`src/rtl/biquad_q30_with_steady_state_prime_assert.svh`:
```
// assertion macros for the biquad block
`ifndef BIQUAD_Q30_WITH_STEADY_STATE_PRIME_ASSERT_SVH
`define BIQUAD_Q30_WITH_STEADY_STATE_PRIME_ASSERT_SVH
`ifndef SYNTHESIS
`define BQS_ASSERT_SAME(lbl, ante, cons) \
  lbl: assert property (@(posedge clk_i) disable iff (!rst_ni) (ante) |-> (cons)) \
    else $error("bqs assertion failed");
`define BQS_ASSERT_NEXT(lbl, ante, cons) \
  lbl: assert property (@(posedge clk_i) disable iff (!rst_ni) (ante) |=> (cons)) \
    else $error("bqs assertion failed");
`else
`define BQS_ASSERT_SAME(lbl, ante, cons)
`define BQS_ASSERT_NEXT(lbl, ante, cons)
`endif
`endif

```
`src/rtl/bqs_pkg.sv`:
```
package bqs_pkg;

  localparam int FRAC_BITS = 30;
  localparam int DATA_W    = 32;
  localparam int PROD_W    = 2 * DATA_W;
  // five products of 64 bits plus rounding need 66 bits
  localparam int ACC_W     = PROD_W + 2;
  // 2^frac + a1 + a2
  localparam int DEN_W     = DATA_W + 2;
  localparam int CNT_W     = $clog2(ACC_W);
  localparam int UPC_W     = 4;
  localparam int CFG_IDX_W = 3;

  localparam logic [CFG_IDX_W-1:0] CFG_B0 = 3'd0;
  localparam logic [CFG_IDX_W-1:0] CFG_B1 = 3'd1;
  localparam logic [CFG_IDX_W-1:0] CFG_B2 = 3'd2;
  localparam logic [CFG_IDX_W-1:0] CFG_A1 = 3'd3;
  localparam logic [CFG_IDX_W-1:0] CFG_A2 = 3'd4;

  typedef logic [UPC_W-1:0] upc_t;

  localparam upc_t UPC_DISPATCH  = 4'd0;
  localparam upc_t UPC_FILT_FIN  = 4'd6;
  localparam upc_t UPC_PRIME     = 4'd8;
  localparam upc_t UPC_DIV_INIT  = 4'd11;
  localparam upc_t UPC_DIV_LOOP  = 4'd12;
  localparam upc_t UPC_PRIME_FIN = 4'd13;

  typedef enum logic [2:0] {
    CSEL_B0, CSEL_B1, CSEL_B2, CSEL_A1, CSEL_A2
  } csel_e;

  typedef enum logic [2:0] {
    DSEL_X, DSEL_IH1, DSEL_IH2, DSEL_OH1, DSEL_OH2
  } dsel_e;

  typedef enum logic [2:0] {
    ACC_HOLD, ACC_LD_RND, ACC_LD_PROD, ACC_ADD, ACC_SUB
  } acc_op_e;

  typedef enum logic [1:0] {
    DIV_NONE, DIV_INIT, DIV_STEP
  } div_op_e;

  typedef enum logic [1:0] {
    JMP_NONE, JMP_MODE, JMP_DEN_ZERO, JMP_DIV_LOOP
  } jmp_e;

  // one microcode word
  typedef struct packed {
    csel_e   csel;
    dsel_e   dsel;
    acc_op_e acc_op;
    div_op_e div_op;
    jmp_e    jmp;
    upc_t    target;
    logic    fin;
  } ctrl_t;

  // sequencer to datapath
  typedef struct packed {
    csel_e   csel;
    dsel_e   dsel;
    acc_op_e acc_op;
    div_op_e div_op;
    logic    load;
    logic    commit;
  } dp_cmd_t;

  // datapath to sequencer
  typedef struct packed {
    logic mode;
    logic den_zero;
    logic div_more;
  } dp_stat_t;

  // the product register lags the selects by one step, so the
  // accumulator op of each word consumes the previous word's product
  function automatic ctrl_t ucode(upc_t upc);
    ctrl_t w;
    w = '{csel: CSEL_B0, dsel: DSEL_X, acc_op: ACC_HOLD, div_op: DIV_NONE,
          jmp: JMP_NONE, target: UPC_DISPATCH, fin: 1'b0};
    case (upc)
      UPC_DISPATCH: begin
        w.acc_op = ACC_LD_RND;
        w.jmp    = JMP_MODE;
        w.target = UPC_PRIME;
      end
      4'd1: begin
        w.csel = CSEL_B1; w.dsel = DSEL_IH1; w.acc_op = ACC_ADD;
      end
      4'd2: begin
        w.csel = CSEL_B2; w.dsel = DSEL_IH2; w.acc_op = ACC_ADD;
      end
      4'd3: begin
        w.csel = CSEL_A1; w.dsel = DSEL_OH1; w.acc_op = ACC_ADD;
      end
      4'd4: begin
        w.csel = CSEL_A2; w.dsel = DSEL_OH2; w.acc_op = ACC_SUB;
      end
      4'd5: begin
        w.acc_op = ACC_SUB;
      end
      UPC_FILT_FIN: begin
        w.fin = 1'b1;
      end
      UPC_PRIME: begin
        w.csel = CSEL_B1; w.acc_op = ACC_LD_PROD;
      end
      4'd9: begin
        w.csel = CSEL_B2; w.acc_op = ACC_ADD;
      end
      4'd10: begin
        w.acc_op = ACC_ADD;
      end
      UPC_DIV_INIT: begin
        w.div_op = DIV_INIT;
        w.jmp    = JMP_DEN_ZERO;
        w.target = UPC_PRIME_FIN;
      end
      UPC_DIV_LOOP: begin
        w.div_op = DIV_STEP;
        w.jmp    = JMP_DIV_LOOP;
        w.target = UPC_DIV_LOOP;
      end
      UPC_PRIME_FIN: begin
        w.fin = 1'b1;
      end
      default: begin
        w.fin = 1'b1;
      end
    endcase
    return w;
  endfunction

endpackage

```
`src/rtl/bqs_datapath.sv`:
```
module bqs_datapath (
  input  logic                              clk_i,
  input  logic                              rst_ni,
  input  logic                              cfg_we_i,
  input  logic [bqs_pkg::CFG_IDX_W-1:0]     cfg_idx_i,
  input  logic [bqs_pkg::DATA_W-1:0]        cfg_wdata_i,
  input  logic                              mode_i,
  input  logic signed [bqs_pkg::DATA_W-1:0] sample_i,
  input  bqs_pkg::dp_cmd_t                  cmd_i,
  output bqs_pkg::dp_stat_t                 stat_o,
  output logic signed [bqs_pkg::DATA_W-1:0] value_o,
  output logic                              clipped_o
);
  import bqs_pkg::*;

  typedef logic signed [DATA_W-1:0] data_t;
  typedef logic signed [ACC_W-1:0]  acc_t;
  typedef logic signed [DEN_W-1:0]  den_t;

  localparam acc_t ACC_RND = acc_t'(1) <<< (FRAC_BITS - 1);
  localparam den_t DEN_ONE = den_t'(1) <<< FRAC_BITS;
  localparam acc_t ACC_MAX32 = {{(ACC_W-DATA_W+1){1'b0}}, {(DATA_W-1){1'b1}}};
  localparam acc_t ACC_MIN32 = {{(ACC_W-DATA_W+1){1'b1}}, {(DATA_W-1){1'b0}}};
  localparam data_t D_MAX = {1'b0, {(DATA_W-1){1'b1}}};
  localparam data_t D_MIN = {1'b1, {(DATA_W-1){1'b0}}};

  data_t b0_q, b1_q, b2_q, a1_q, a2_q;
  data_t ih1_q, ih2_q, oh1_q, oh2_q;
  data_t x_q;
  logic  mode_q;
  logic signed [PROD_W-1:0] prod_q, prod_d;
  acc_t  acc_q, acc_d;
  logic [ACC_W-1:0]   dq_q, dq_d;
  logic [DEN_W-2:0]   rem_q, rem_d;
  logic [CNT_W-1:0]   cnt_q, cnt_d;
  logic               neg_q, neg_d;
  data_t              val_q, res_val;
  logic               clip_q, res_clip;

  data_t            coef, opnd;
  den_t             den, den_abs;
  logic [DEN_W-2:0] den_mag;
  logic [ACC_W-1:0] acc_mag;
  logic [DEN_W-1:0] rem_sh, rem_diff;
  logic             rem_ge;
  acc_t             shifted;
  logic [ACC_W-1:0] q_lim;

  always_ff @(posedge clk_i or negedge rst_ni) begin
    if (!rst_ni) begin
      b0_q <= DEN_ONE[DATA_W-1:0];
      b1_q <= '0;
      b2_q <= '0;
      a1_q <= '0;
      a2_q <= '0;
    end else if (cfg_we_i) begin
      case (cfg_idx_i)
        CFG_B0:  b0_q <= cfg_wdata_i;
        CFG_B1:  b1_q <= cfg_wdata_i;
        CFG_B2:  b2_q <= cfg_wdata_i;
        CFG_A1:  a1_q <= cfg_wdata_i;
        CFG_A2:  a2_q <= cfg_wdata_i;
        default: ;
      endcase
    end
  end

  always_comb begin
    case (cmd_i.csel)
      CSEL_B0: coef = b0_q;
      CSEL_B1: coef = b1_q;
      CSEL_B2: coef = b2_q;
      CSEL_A1: coef = a1_q;
      CSEL_A2: coef = a2_q;
      default: coef = '0;
    endcase
    case (cmd_i.dsel)
      DSEL_X:   opnd = x_q;
      DSEL_IH1: opnd = ih1_q;
      DSEL_IH2: opnd = ih2_q;
      DSEL_OH1: opnd = oh1_q;
      DSEL_OH2: opnd = oh2_q;
      default:  opnd = '0;
    endcase
  end

  assign prod_d = coef * opnd;

  always_comb begin
    case (cmd_i.acc_op)
      ACC_LD_RND:  acc_d = ACC_RND;
      ACC_LD_PROD: acc_d = acc_t'(prod_q);
      ACC_ADD:     acc_d = acc_q + acc_t'(prod_q);
      ACC_SUB:     acc_d = acc_q - acc_t'(prod_q);
      default:     acc_d = acc_q;
    endcase
  end

  // divisor for the steady-state gain
  assign den     = DEN_ONE + den_t'(a1_q) + den_t'(a2_q);
  assign den_abs = den[DEN_W-1] ? -den : den;
  assign den_mag = den_abs[DEN_W-2:0];
  assign acc_mag = acc_q[ACC_W-1] ? ACC_W'(-acc_q) : ACC_W'(acc_q);

  // one restoring division step: shift in the next dividend bit
  assign rem_sh   = {rem_q, dq_q[ACC_W-1]};
  assign rem_ge   = rem_sh >= {1'b0, den_mag};
  assign rem_diff = rem_sh - {1'b0, den_mag};

  always_comb begin
    dq_d  = dq_q;
    rem_d = rem_q;
    cnt_d = cnt_q;
    neg_d = neg_q;
    case (cmd_i.div_op)
      DIV_INIT: begin
        dq_d  = acc_mag;
        rem_d = '0;
        cnt_d = CNT_W'(ACC_W - 1);
        neg_d = acc_q[ACC_W-1] ^ den[DEN_W-1];
      end
      DIV_STEP: begin
        dq_d  = {dq_q[ACC_W-2:0], rem_ge};
        rem_d = rem_ge ? rem_diff[DEN_W-2:0] : rem_sh[DEN_W-2:0];
        if (cnt_q != '0) begin
          cnt_d = cnt_q - 1'b1;
        end
      end
      default: ;
    endcase
  end

  assign shifted = acc_q >>> FRAC_BITS;
  // magnitude limit is 2^31 for a negative quotient, 2^31-1 otherwise
  assign q_lim   = {{(ACC_W-DATA_W){1'b0}}, neg_q, {(DATA_W-1){~neg_q}}};

  always_comb begin
    res_clip = 1'b0;
    if (mode_q) begin
      if (den == '0) begin
        res_val  = '0;
        res_clip = 1'b1;
      end else if (dq_q > q_lim) begin
        res_val  = neg_q ? D_MIN : D_MAX;
        res_clip = 1'b1;
      end else begin
        res_val = neg_q ? data_t'(-dq_q[DATA_W-1:0]) : data_t'(dq_q[DATA_W-1:0]);
      end
    end else begin
      if (shifted > ACC_MAX32) begin
        res_val  = D_MAX;
        res_clip = 1'b1;
      end else if (shifted < ACC_MIN32) begin
        res_val  = D_MIN;
        res_clip = 1'b1;
      end else begin
        res_val = shifted[DATA_W-1:0];
      end
    end
  end

  always_ff @(posedge clk_i or negedge rst_ni) begin
    if (!rst_ni) begin
      ih1_q <= '0;
      ih2_q <= '0;
      oh1_q <= '0;
      oh2_q <= '0;
    end else if (cmd_i.commit) begin
      if (mode_q) begin
        ih1_q <= x_q;
        ih2_q <= x_q;
        oh1_q <= res_val;
        oh2_q <= res_val;
      end else begin
        ih1_q <= x_q;
        ih2_q <= ih1_q;
        oh1_q <= res_val;
        oh2_q <= oh1_q;
      end
    end
  end

  always_ff @(posedge clk_i) begin
    prod_q <= prod_d;
    acc_q  <= acc_d;
    dq_q   <= dq_d;
    rem_q  <= rem_d;
    cnt_q  <= cnt_d;
    neg_q  <= neg_d;
    if (cmd_i.load) begin
      x_q    <= sample_i;
      mode_q <= mode_i;
    end
    if (cmd_i.commit) begin
      val_q  <= res_val;
      clip_q <= res_clip;
    end
  end

  assign stat_o.mode     = mode_q;
  assign stat_o.den_zero = den == '0;
  assign stat_o.div_more = cnt_q != '0;
  assign value_o         = val_q;
  assign clipped_o       = clip_q;

endmodule

```
`src/rtl/biquad_q30_with_steady_state_prime.sv`:
```
// direct form I biquad, Q30 coefficients, with a steady-state prime
// input channel: in_valid_i / in_stall_o carry mode_i and sample_i;
//   mode 0 filters one sample, mode 1 primes the history to steady state
// output channel: out_valid_o / out_stall_i carry value_o and clipped_o,
//   one result per input transaction, held in an output register
// coefficients are written through cfg_we_i / cfg_idx_i / cfg_wdata_i
//   (b0, b1, b2, a1, a2 at index 0..4); the user must do so only while
//   the block is idle, as the block itself does not enforce this
// a microcode sequencer steps one shared 32x32 multiplier and a 66-bit
//   accumulator; a new filter transaction can be accepted in the same
//   cycle as the previous result appears
// a prime transaction runs three multiply steps and then a restoring
//   divider at one quotient bit per cycle over 66 bits; the divider is
//   skipped when the divisor is zero
// in_stall_o is high while a transaction is in work; a finished result
//   waits in its final step while the previous result is still stalled
// reset loads b0 = 1.0, the other coefficients and all history to zero
module biquad_q30_with_steady_state_prime (
  input  logic                              clk_i,
  input  logic                              rst_ni,
  input  logic                              cfg_we_i,
  input  logic [bqs_pkg::CFG_IDX_W-1:0]     cfg_idx_i,
  input  logic [bqs_pkg::DATA_W-1:0]        cfg_wdata_i,
  input  logic                              in_valid_i,
  output logic                              in_stall_o,
  input  logic                              mode_i,
  input  logic signed [bqs_pkg::DATA_W-1:0] sample_i,
  output logic                              out_valid_o,
  input  logic                              out_stall_i,
  output logic signed [bqs_pkg::DATA_W-1:0] value_o,
  output logic                              clipped_o
);
  import bqs_pkg::*;

  `include "biquad_q30_with_steady_state_prime_assert.svh"

  logic     busy_q, busy_d;
  upc_t     upc_q, upc_d;
  logic     out_valid_q, out_valid_d;
  ctrl_t    cw;
  dp_cmd_t  cmd;
  dp_stat_t stat;
  logic     accept, out_free, commit, taken;

  assign cw       = ucode(upc_q);
  assign accept   = in_valid_i && !busy_q;
  assign out_free = !out_valid_q || !out_stall_i;
  assign commit   = busy_q && cw.fin && out_free;

  always_comb begin
    case (cw.jmp)
      JMP_MODE:     taken = stat.mode;
      JMP_DEN_ZERO: taken = stat.den_zero;
      JMP_DIV_LOOP: taken = stat.div_more;
      default:      taken = 1'b0;
    endcase
  end

  always_comb begin
    cmd.csel   = cw.csel;
    cmd.dsel   = cw.dsel;
    cmd.acc_op = busy_q ? cw.acc_op : ACC_HOLD;
    cmd.div_op = busy_q ? cw.div_op : DIV_NONE;
    cmd.load   = accept;
    cmd.commit = commit;
  end

  always_comb begin
    busy_d = busy_q;
    upc_d  = upc_q;
    if (!busy_q) begin
      if (accept) begin
        busy_d = 1'b1;
        upc_d  = UPC_DISPATCH;
      end
    end else if (cw.fin) begin
      // last step holds until the output register is free
      if (out_free) begin
        busy_d = 1'b0;
      end
    end else begin
      upc_d = taken ? cw.target : upc_q + 1'b1;
    end
  end

  always_comb begin
    out_valid_d = out_valid_q;
    if (commit) begin
      out_valid_d = 1'b1;
    end else if (out_valid_q && !out_stall_i) begin
      out_valid_d = 1'b0;
    end
  end

  always_ff @(posedge clk_i or negedge rst_ni) begin
    if (!rst_ni) begin
      busy_q      <= 1'b0;
      upc_q       <= UPC_DISPATCH;
      out_valid_q <= 1'b0;
    end else begin
      busy_q      <= busy_d;
      upc_q       <= upc_d;
      out_valid_q <= out_valid_d;
    end
  end

  bqs_datapath u_datapath (
    .clk_i       (clk_i),
    .rst_ni      (rst_ni),
    .cfg_we_i    (cfg_we_i),
    .cfg_idx_i   (cfg_idx_i),
    .cfg_wdata_i (cfg_wdata_i),
    .mode_i      (mode_i),
    .sample_i    (sample_i),
    .cmd_i       (cmd),
    .stat_o      (stat),
    .value_o     (value_o),
    .clipped_o   (clipped_o)
  );

  assign in_stall_o  = busy_q;
  assign out_valid_o = out_valid_q;

  // an accepted transaction keeps the input side stalled
  `BQS_ASSERT_NEXT(a_accept_busy, in_valid_i && !in_stall_o, in_stall_o)
  // a result only appears out of work in progress
  `BQS_ASSERT_SAME(a_result_from_work, $rose(out_valid_q), $past(busy_q))
  // the divider only runs for a prime transaction
  `BQS_ASSERT_SAME(a_div_only_prime, busy_q && (cw.div_op == DIV_STEP), stat.mode)

endmodule
```
`config.mk`:
```
export PLATFORM = sky130hd
export DESIGN_NAME = biquad_q30_with_steady_state_prime
export DESIGN_NICKNAME = d
export VERILOG_FILES = /design/src/rtl/bqs_pkg.sv /design/src/rtl/bqs_datapath.sv /design/src/rtl/biquad_q30_with_steady_state_prime.sv
export VERILOG_INCLUDE_DIRS = /design/src /design/src/rtl
export SDC_FILE = /design/constraint.sdc
export NUM_CORES = 2
export LEC_CHECK = 0
export BUFFER_PORTS_ARGS = -buffer_cell sky130_fd_sc_hd__clkbuf_2
export CAP_MARGIN = 20
export CORE_MARGIN = 2
export CORE_UTILIZATION = 60
export CTS_CLUSTER_SIZE = 25
export DETAILED_ROUTE_END_ITERATION = 16
export PLACE_DENSITY_LB_ADDON = 0.15
export SLEW_MARGIN = 20
export SYNTH_ARGS = -nofsm -noshare
export SYNTH_HDL_FRONTEND = slang
export SYNTH_HIERARCHICAL = 1
export SYNTH_SLANG_ARGS = --single-unit
```
`constraint.sdc`:
```
create_clock -name clk_i -period 12.5 [get_ports clk_i]
set_input_delay 0.625 -clock clk_i [delete_from_list [all_inputs] [get_ports clk_i]]
set_output_delay 0.625 -clock clk_i [all_outputs]
set_load 0.01 [all_outputs]
```
# After elaboration in Yosys (flattened, before gate mapping)
# Index checks and enable logic that the tools add are counted.
dict set report word_totals {
  out_inout_bits 35
  reg_bits 597
  wordCells 145
}
dict set report op_classes {
  bitwise_logic 2
  eq_ne 33
  n_mux 43
  n_addsub 10
  mul 1
  n_lt_le_gt_ge 4
  n_reduce_logical 30
}
# operator n
set ops {}
lappend ops {{32-bit one-hot mux with 5 select lines} 2}
lappend ops {{32-bit two-way mux} 9}
lappend ops {{66-bit one-hot mux with 4 select lines} 1}
lappend ops {{66-bit one-hot mux with 2 select lines} 1}
lappend ops {{66-bit by 64-bit adder with 66-bit output} 1}
lappend ops {{66-bit by 32-bit greater-than comparator with 1-bit output} 1}
lappend ops {{33-bit two-way mux} 2}
lappend ops {{66-bit two-way mux} 1}
lappend ops {{66-bit negator} 1}
lappend ops {{33-bit one-hot mux with 2 select lines} 1}
lappend ops {{66-bit by 64-bit subtractor with 66-bit output} 1}
lappend ops {{32-bit by 32-bit multiplier with 64-bit output} 1}
lappend ops {{36-bit by 32-bit greater-than comparator with 1-bit output, second input constant} 1}
lappend ops {{36-bit by 32-bit less-than comparator with 1-bit output, second input constant} 1}
lappend ops {{3-bit one-hot mux with 4 select lines} 3}
lappend ops {{33-bit by 32-bit adder with 34-bit output} 1}
lappend ops {{34-bit by 33-bit greater-or-equal comparator with 1-bit output} 1}
lappend ops {{34-bit logical NOT} 1}
lappend ops {{32-bit by 32-bit adder with 33-bit output, first input constant} 1}
lappend ops {{33-bit negator} 1}
lappend ops {{33-bit subtractor} 1}
lappend ops {{32-bit negator} 1}
lappend ops {{3-bit by 2-bit == test with 1-bit output, second input constant} 8}
lappend ops {{4-bit == test, second input constant} 5}
lappend ops {{other kinds (33)} 76}

# Logic depth before layout (Yosys ltp)
dict set report depth {
  ltp_word 7
  depth_mapped 41
  ltp_nobuf 36
}

# Cells and area by module
# The synthesis kept the hierarchy.
# module cells_each area_per_inst_um2 instances seq_area_each_um2
set by_module_without_submodules {}
lappend by_module_without_submodules {bqs_datapath 7708 72166.7 1 15666.3}
lappend by_module_without_submodules {biquad_q30_with_steady_state_prime 71 615.6 1 150.1}

# Least setup slack after synthesis
# No wires, ideal clock.
dict set report synth_timing {
  path_type {register to register}
  from {reg upc_q[0]}
  to {reg u_datapath.prod_q[62]}
  setup_slack_ps 2381
  t_required_ps 12428
  setup_ps 72
  stages_incl_launch_ff 36
  t_arrival_ps 10047
  path_cell_list {dfrtp_1 > ha_1 > o21a_1 > a21o_2 > clkbuf_1 > buf_1 > mux2_2 > a22oi_1 > o22ai_1 > clkbuf_1 > nand2_1 > inv_1 > fa_1 > inv_1 > fa_1 > inv_1 > fa_1 > fa_1 > inv_1 > fa_1 > fa_1 > fa_1 > fa_1 > inv_1 > ha_1 > clkbuf_1 > a21o_1 > a21o_1 > a21o_1 > a21o_1 > a21o_1 > a21oi_1 > a31oi_1 > o31a_1 > a221oi_1 > xnor2_1}
}
# item line
set synth_lines {}
lappend synth_lines {{start: declaration} biquad_q30_with_steady_state_prime.sv:38} ;# upc_t upc_q, upc_d;
lappend synth_lines {{start signal: assignment} biquad_q30_with_steady_state_prime.sv:102} ;# upc_q <= upc_d;
lappend synth_lines {{end signal: assignment} bqs_datapath.sv:184} ;# prod_q <= prod_d;
lappend synth_lines {{end: declaration} bqs_datapath.sv:31} ;# logic signed [PROD_W-1:0] prod_q, prod_d;

==> summary by stage <==
Status
The run finished with clean final reports.

Clock network
The clock tree from TritonCTS is yes. The number of post-CTS setup repair buffers is 0. The root buffer cell is sky130_fd_sc_hd__clkbuf_16. At the later pin of the worst-skew pair, clock insertion delay measures 0.71 ns. In this run the number of H-tree levels came out at 3.

The number of gates resized after CTS is 0. The tree built by TritonCTS fans out to 597 sinks. The number of buffers inserted by hold repair at cts is 1. The number of buffers created by CTS is 72. The clock-pin slew on the worst setup and hold paths is roughly 0.060 ns. Counting along the longest clock path gives a buffer depth of 3.

Critical path
The worst endpoint required time is 13.13 ns. The critical path capture point type is a flip-flop. The flop-to-flop setup slack is slightly below 1 ns.

The launching element of the worst setup path is upc_q[0]$_DFFE_PN0P_. Data arrives at the worst endpoint at 12.14 ns. The reg-to-reg endpoint is u_datapath/prod_q[60]$_DFF_P_.

For this run, the slowest stage of the critical path takes 0.92 ns. STA classifies the critical path startpoint as a flip-flop. The type of the worst setup path is reg2reg. The worst register-to-register path has a depth of 29. For this design, the slowest cell found on the critical path is sky130_fd_sc_hd__o22a_1. Of all nets on the critical path, the largest fanout is 51. In this run the critical register-to-register path is launched from upc_q[0]$_DFFE_PN0P_. The most used cell along the critical path is sky130_fd_sc_hd__fa_1. The most critical setup path has its endpoint at u_datapath/prod_q[60]$_DFF_P_.

Layout
The most common cell after layout, fill and taps aside is sky130_fd_sc_hd__inv_1. From synthesis to final layout, the design area changed by 7.44%. The net count of the finished layout is 9294. The fraction of final layout cells with drive strength greater than 1 is 0.0942. The area of the multi-input gates is 51700 sq um. After routing the design area is between 70000 and 80000 sq um.

Registers take 15800 sq um. In the layout the commonest cells are sky130_fd_sc_hd__inv_1, sky130_fd_sc_hd__fa_1, sky130_fd_sc_hd__nand2_1, sky130_fd_sc_hd__nor2_1, sky130_fd_sc_hd__ha_1. The number of fillers in the final layout is 9980.

Synthesis
The count of warnings emitted by yosys is 6. The top-area cell type share of the netlist area is 0.298. The share of the Yosys chip area taken by registers is 0.217. The flip-flop and latch count after synthesis is 597.

The number of nets handed over by synthesis was 9326. Summed over all instances, the cell type with the most area after synthesis is sky130_fd_sc_hd__fa_1. Counting every instance in the synthesized netlist gives about 7800. Among all flip-flop cells after synthesis, the most frequent one is sky130_fd_sc_hd__dfrtp_1. In this run the cell area of the synthesized design comes to 72800 sq um. The distinct cell type count after synthesis is 105. The share of async-settable or async-resettable flops after synthesis is 0.492. In this run, synthesis inferred between 200 and 250 flip-flops with an integrated enable.

Dividing the synthesized area by the synthesized cell count gives 9.36 sq um. By area the synthesized netlist is led by sky130_fd_sc_hd__fa_1, sky130_fd_sc_hd__dfrtp_1, sky130_fd_sc_hd__edfxtp_1, sky130_fd_sc_hd__ha_1, sky130_fd_sc_hd__inv_1.

Timing
Setup violations remaining at the end of the flow were counted as 0. In the finished design, the share of the clock period the worst path needs comes to 0.921. The transition time at the pin with the least slew margin is about 1.2 ns. The number of max-slew violations in the final report came to 0.

The worst path in the final design needs a cycle of 11.51 ns, including I/O delays and setup. The final worst clock skew is 0.0390 ns. Based on the critical path, the design can be clocked at up to 86.9 MHz. The total negative setup slack is 0 ns.

The count of final hold-check violations is 0. Setup repair after global routing left no endpoint under its margin. Measured against its own limit, the worst slew margin works out to 0.212.

Placed design
The congestion estimate from routability-driven global placement came to roughly 0.99. The quantity of I/O buffers inserted on ports is 107. Detailed placement finished with a half-perimeter wire length of 184000 microns.

Once placement finished, the instance area stood at ~76000 sq um.

Detailed routing
The count of nets left with antenna violations after detail routing is 0. Summed over all layers, the routed wires come to 237000 microns. For this run, the detailed router's first-pass iteration total came to 6. In the routed layout, each cell is associated on average with a via count of just over 6.

The routed wirelength normalized by instance count is 25.2 microns. The first routing iteration left 6573 violations. The count of vias placed by the detailed router is just under 60000. After detailed routing, the number of remaining DRC violations is 0.

Die
The height of the die is approximately 350 microns. During I/O placement, the number of pins put on the boundary was 108. The initial utilization of the core area, before any placement, comes to 0.606. After floorplanning, the core was divided into 127 placement rows. The overall die area is 124000 sq um. The die boundary width is 352 microns. The core region is 120000 sq um.

Flow run
The number of maximum-capacitance violations is 0.

Global routing
Global routing finished with a remaining overflow of 0. The first-pass GRT wire length is 361000 microns. The initial antenna violation count is 12. The via count of the first global-routing pass is about 60000. Entering global routing, the biggest net connects roughly 260 pins.

The global-route total usage across every layer is 0.386.

Hold path
The tightest min-delay check is of the in2reg type.
[registers in the layout, indices dropped and copies added (netlist names), 33 cells and up]
register	cells
u_datapath/dq_q	66
u_datapath/prod_q	64
u_datapath/acc_q	66
u_datapath/rem_q	33
[cells in the mapped netlist, drive strengths merged, types with 33 or more instances]
cell type	count
dfrtp	293
fa	1085
o31ai	47
nor4	36
inv	1139
nand3	71
clkbuf	330
xnor2	183
a21oi	276
nor2b	40
a21o	95
mux2i	99
xor2	161
o21bai	40
nand2	934
ha	389
a31oi	75
nand4	36
o21ai	367
and2	54
dfxtp	64
nor2	794
buf	41
o22ai	35
o22a	33
mux2	228
edfxtp	239
a22oi	67
nor3	69
or3	39
nand2b	47
[final cells by class]
cell class	count	share of cell area
diodes	2	0.0000640
inverters	1140	0.0548
clock buffers	94	0.0261
clock inverters	38	0.00621
well taps	1612	0.0258
multi-input cells	5669	0.662
flip-flops and latches	597	0.202
repair buffers	267	0.0230
[logic make-up after synthesis]
kind of cell / Yosys count / share of synthesized area
XOR/XNOR: 344 / 0.0414
buffers and inverters: 1513 / 0.0791
AND/OR/NAND/NOR: 2237 / 0.133
AO/OA/AOI/OAI: 1287 / 0.115
adder cells (fa/ha/maj): 1474 / 0.365
flip-flops: 597 / 0.217
multiplexers: 327 / 0.0489
[per-stage QoR]
step | setup slack, ns | util | cells | hold WS, ns
2_1_floorplan | 2.38 | - | 7779 | 0.329
3_3_place_gp | 1.33 | 0.629 | 9282 | 0.485
3_5_place_dp | 1.26 | 0.629 | 9282 | 0.493
4_1_cts | 1.20 | 0.651 | 9415 | 0.0428
5_1_grt | 0.527 | 0.651 | 9417 | 0.0762
6_report | 0.988 | 0.651 | 9419 | 0.0942
[worst max-delay path: cells and delay by family, from the launching register on]
family          cells  cell delay (ns)
compound gates     12             4.47
simple gates        3             0.61
buf+inv             4             1.03
flops               1             0.46
fa+ha+maj          10             4.79
[worst min-delay path by stage]
| stage | from | end | depth (start not counted) |
|---|---|---|---|
| after detailed placement | u_datapath/b2_q[3]$_DFFE_PN0P_ | u_datapath/b2_q[3]$_DFFE_PN0P_ | 1 |
| after global placement | u_datapath/b2_q[9]$_DFFE_PN0P_ | u_datapath/b2_q[9]$_DFFE_PN0P_ | 1 |
| after global routing | sample_i[13] | u_datapath/x_q[13]$_DFFE_PP_ | 1 |
| final | sample_i[13] | u_datapath/x_q[13]$_DFFE_PP_ | 1 |
| after CTS | sample_i[13] | u_datapath/x_q[13]$_DFFE_PP_ | 1 |
| after floorplan | rst_ni | in_stall_o$_DFF_PN0_ | 0 |
[per-layer routing]
| layer | global-route usage | wire length [microns] | vias to the layer above |
|---|---|---|---|
| met5 | 0 | 46 | - |
| met4 | 0.222 | 16100 | 8 |
| met3 | 0.0909 | 26200 | 680 |
| met2 | 0.576 | 104000 | 3128 |
| met1 | 0.518 | 90800 | 29500 |
| li1 | - | - | 25300 |
Power is not shown: default switching activity piles up to over one toggle a cycle in this logic, so the estimate is an artifact.
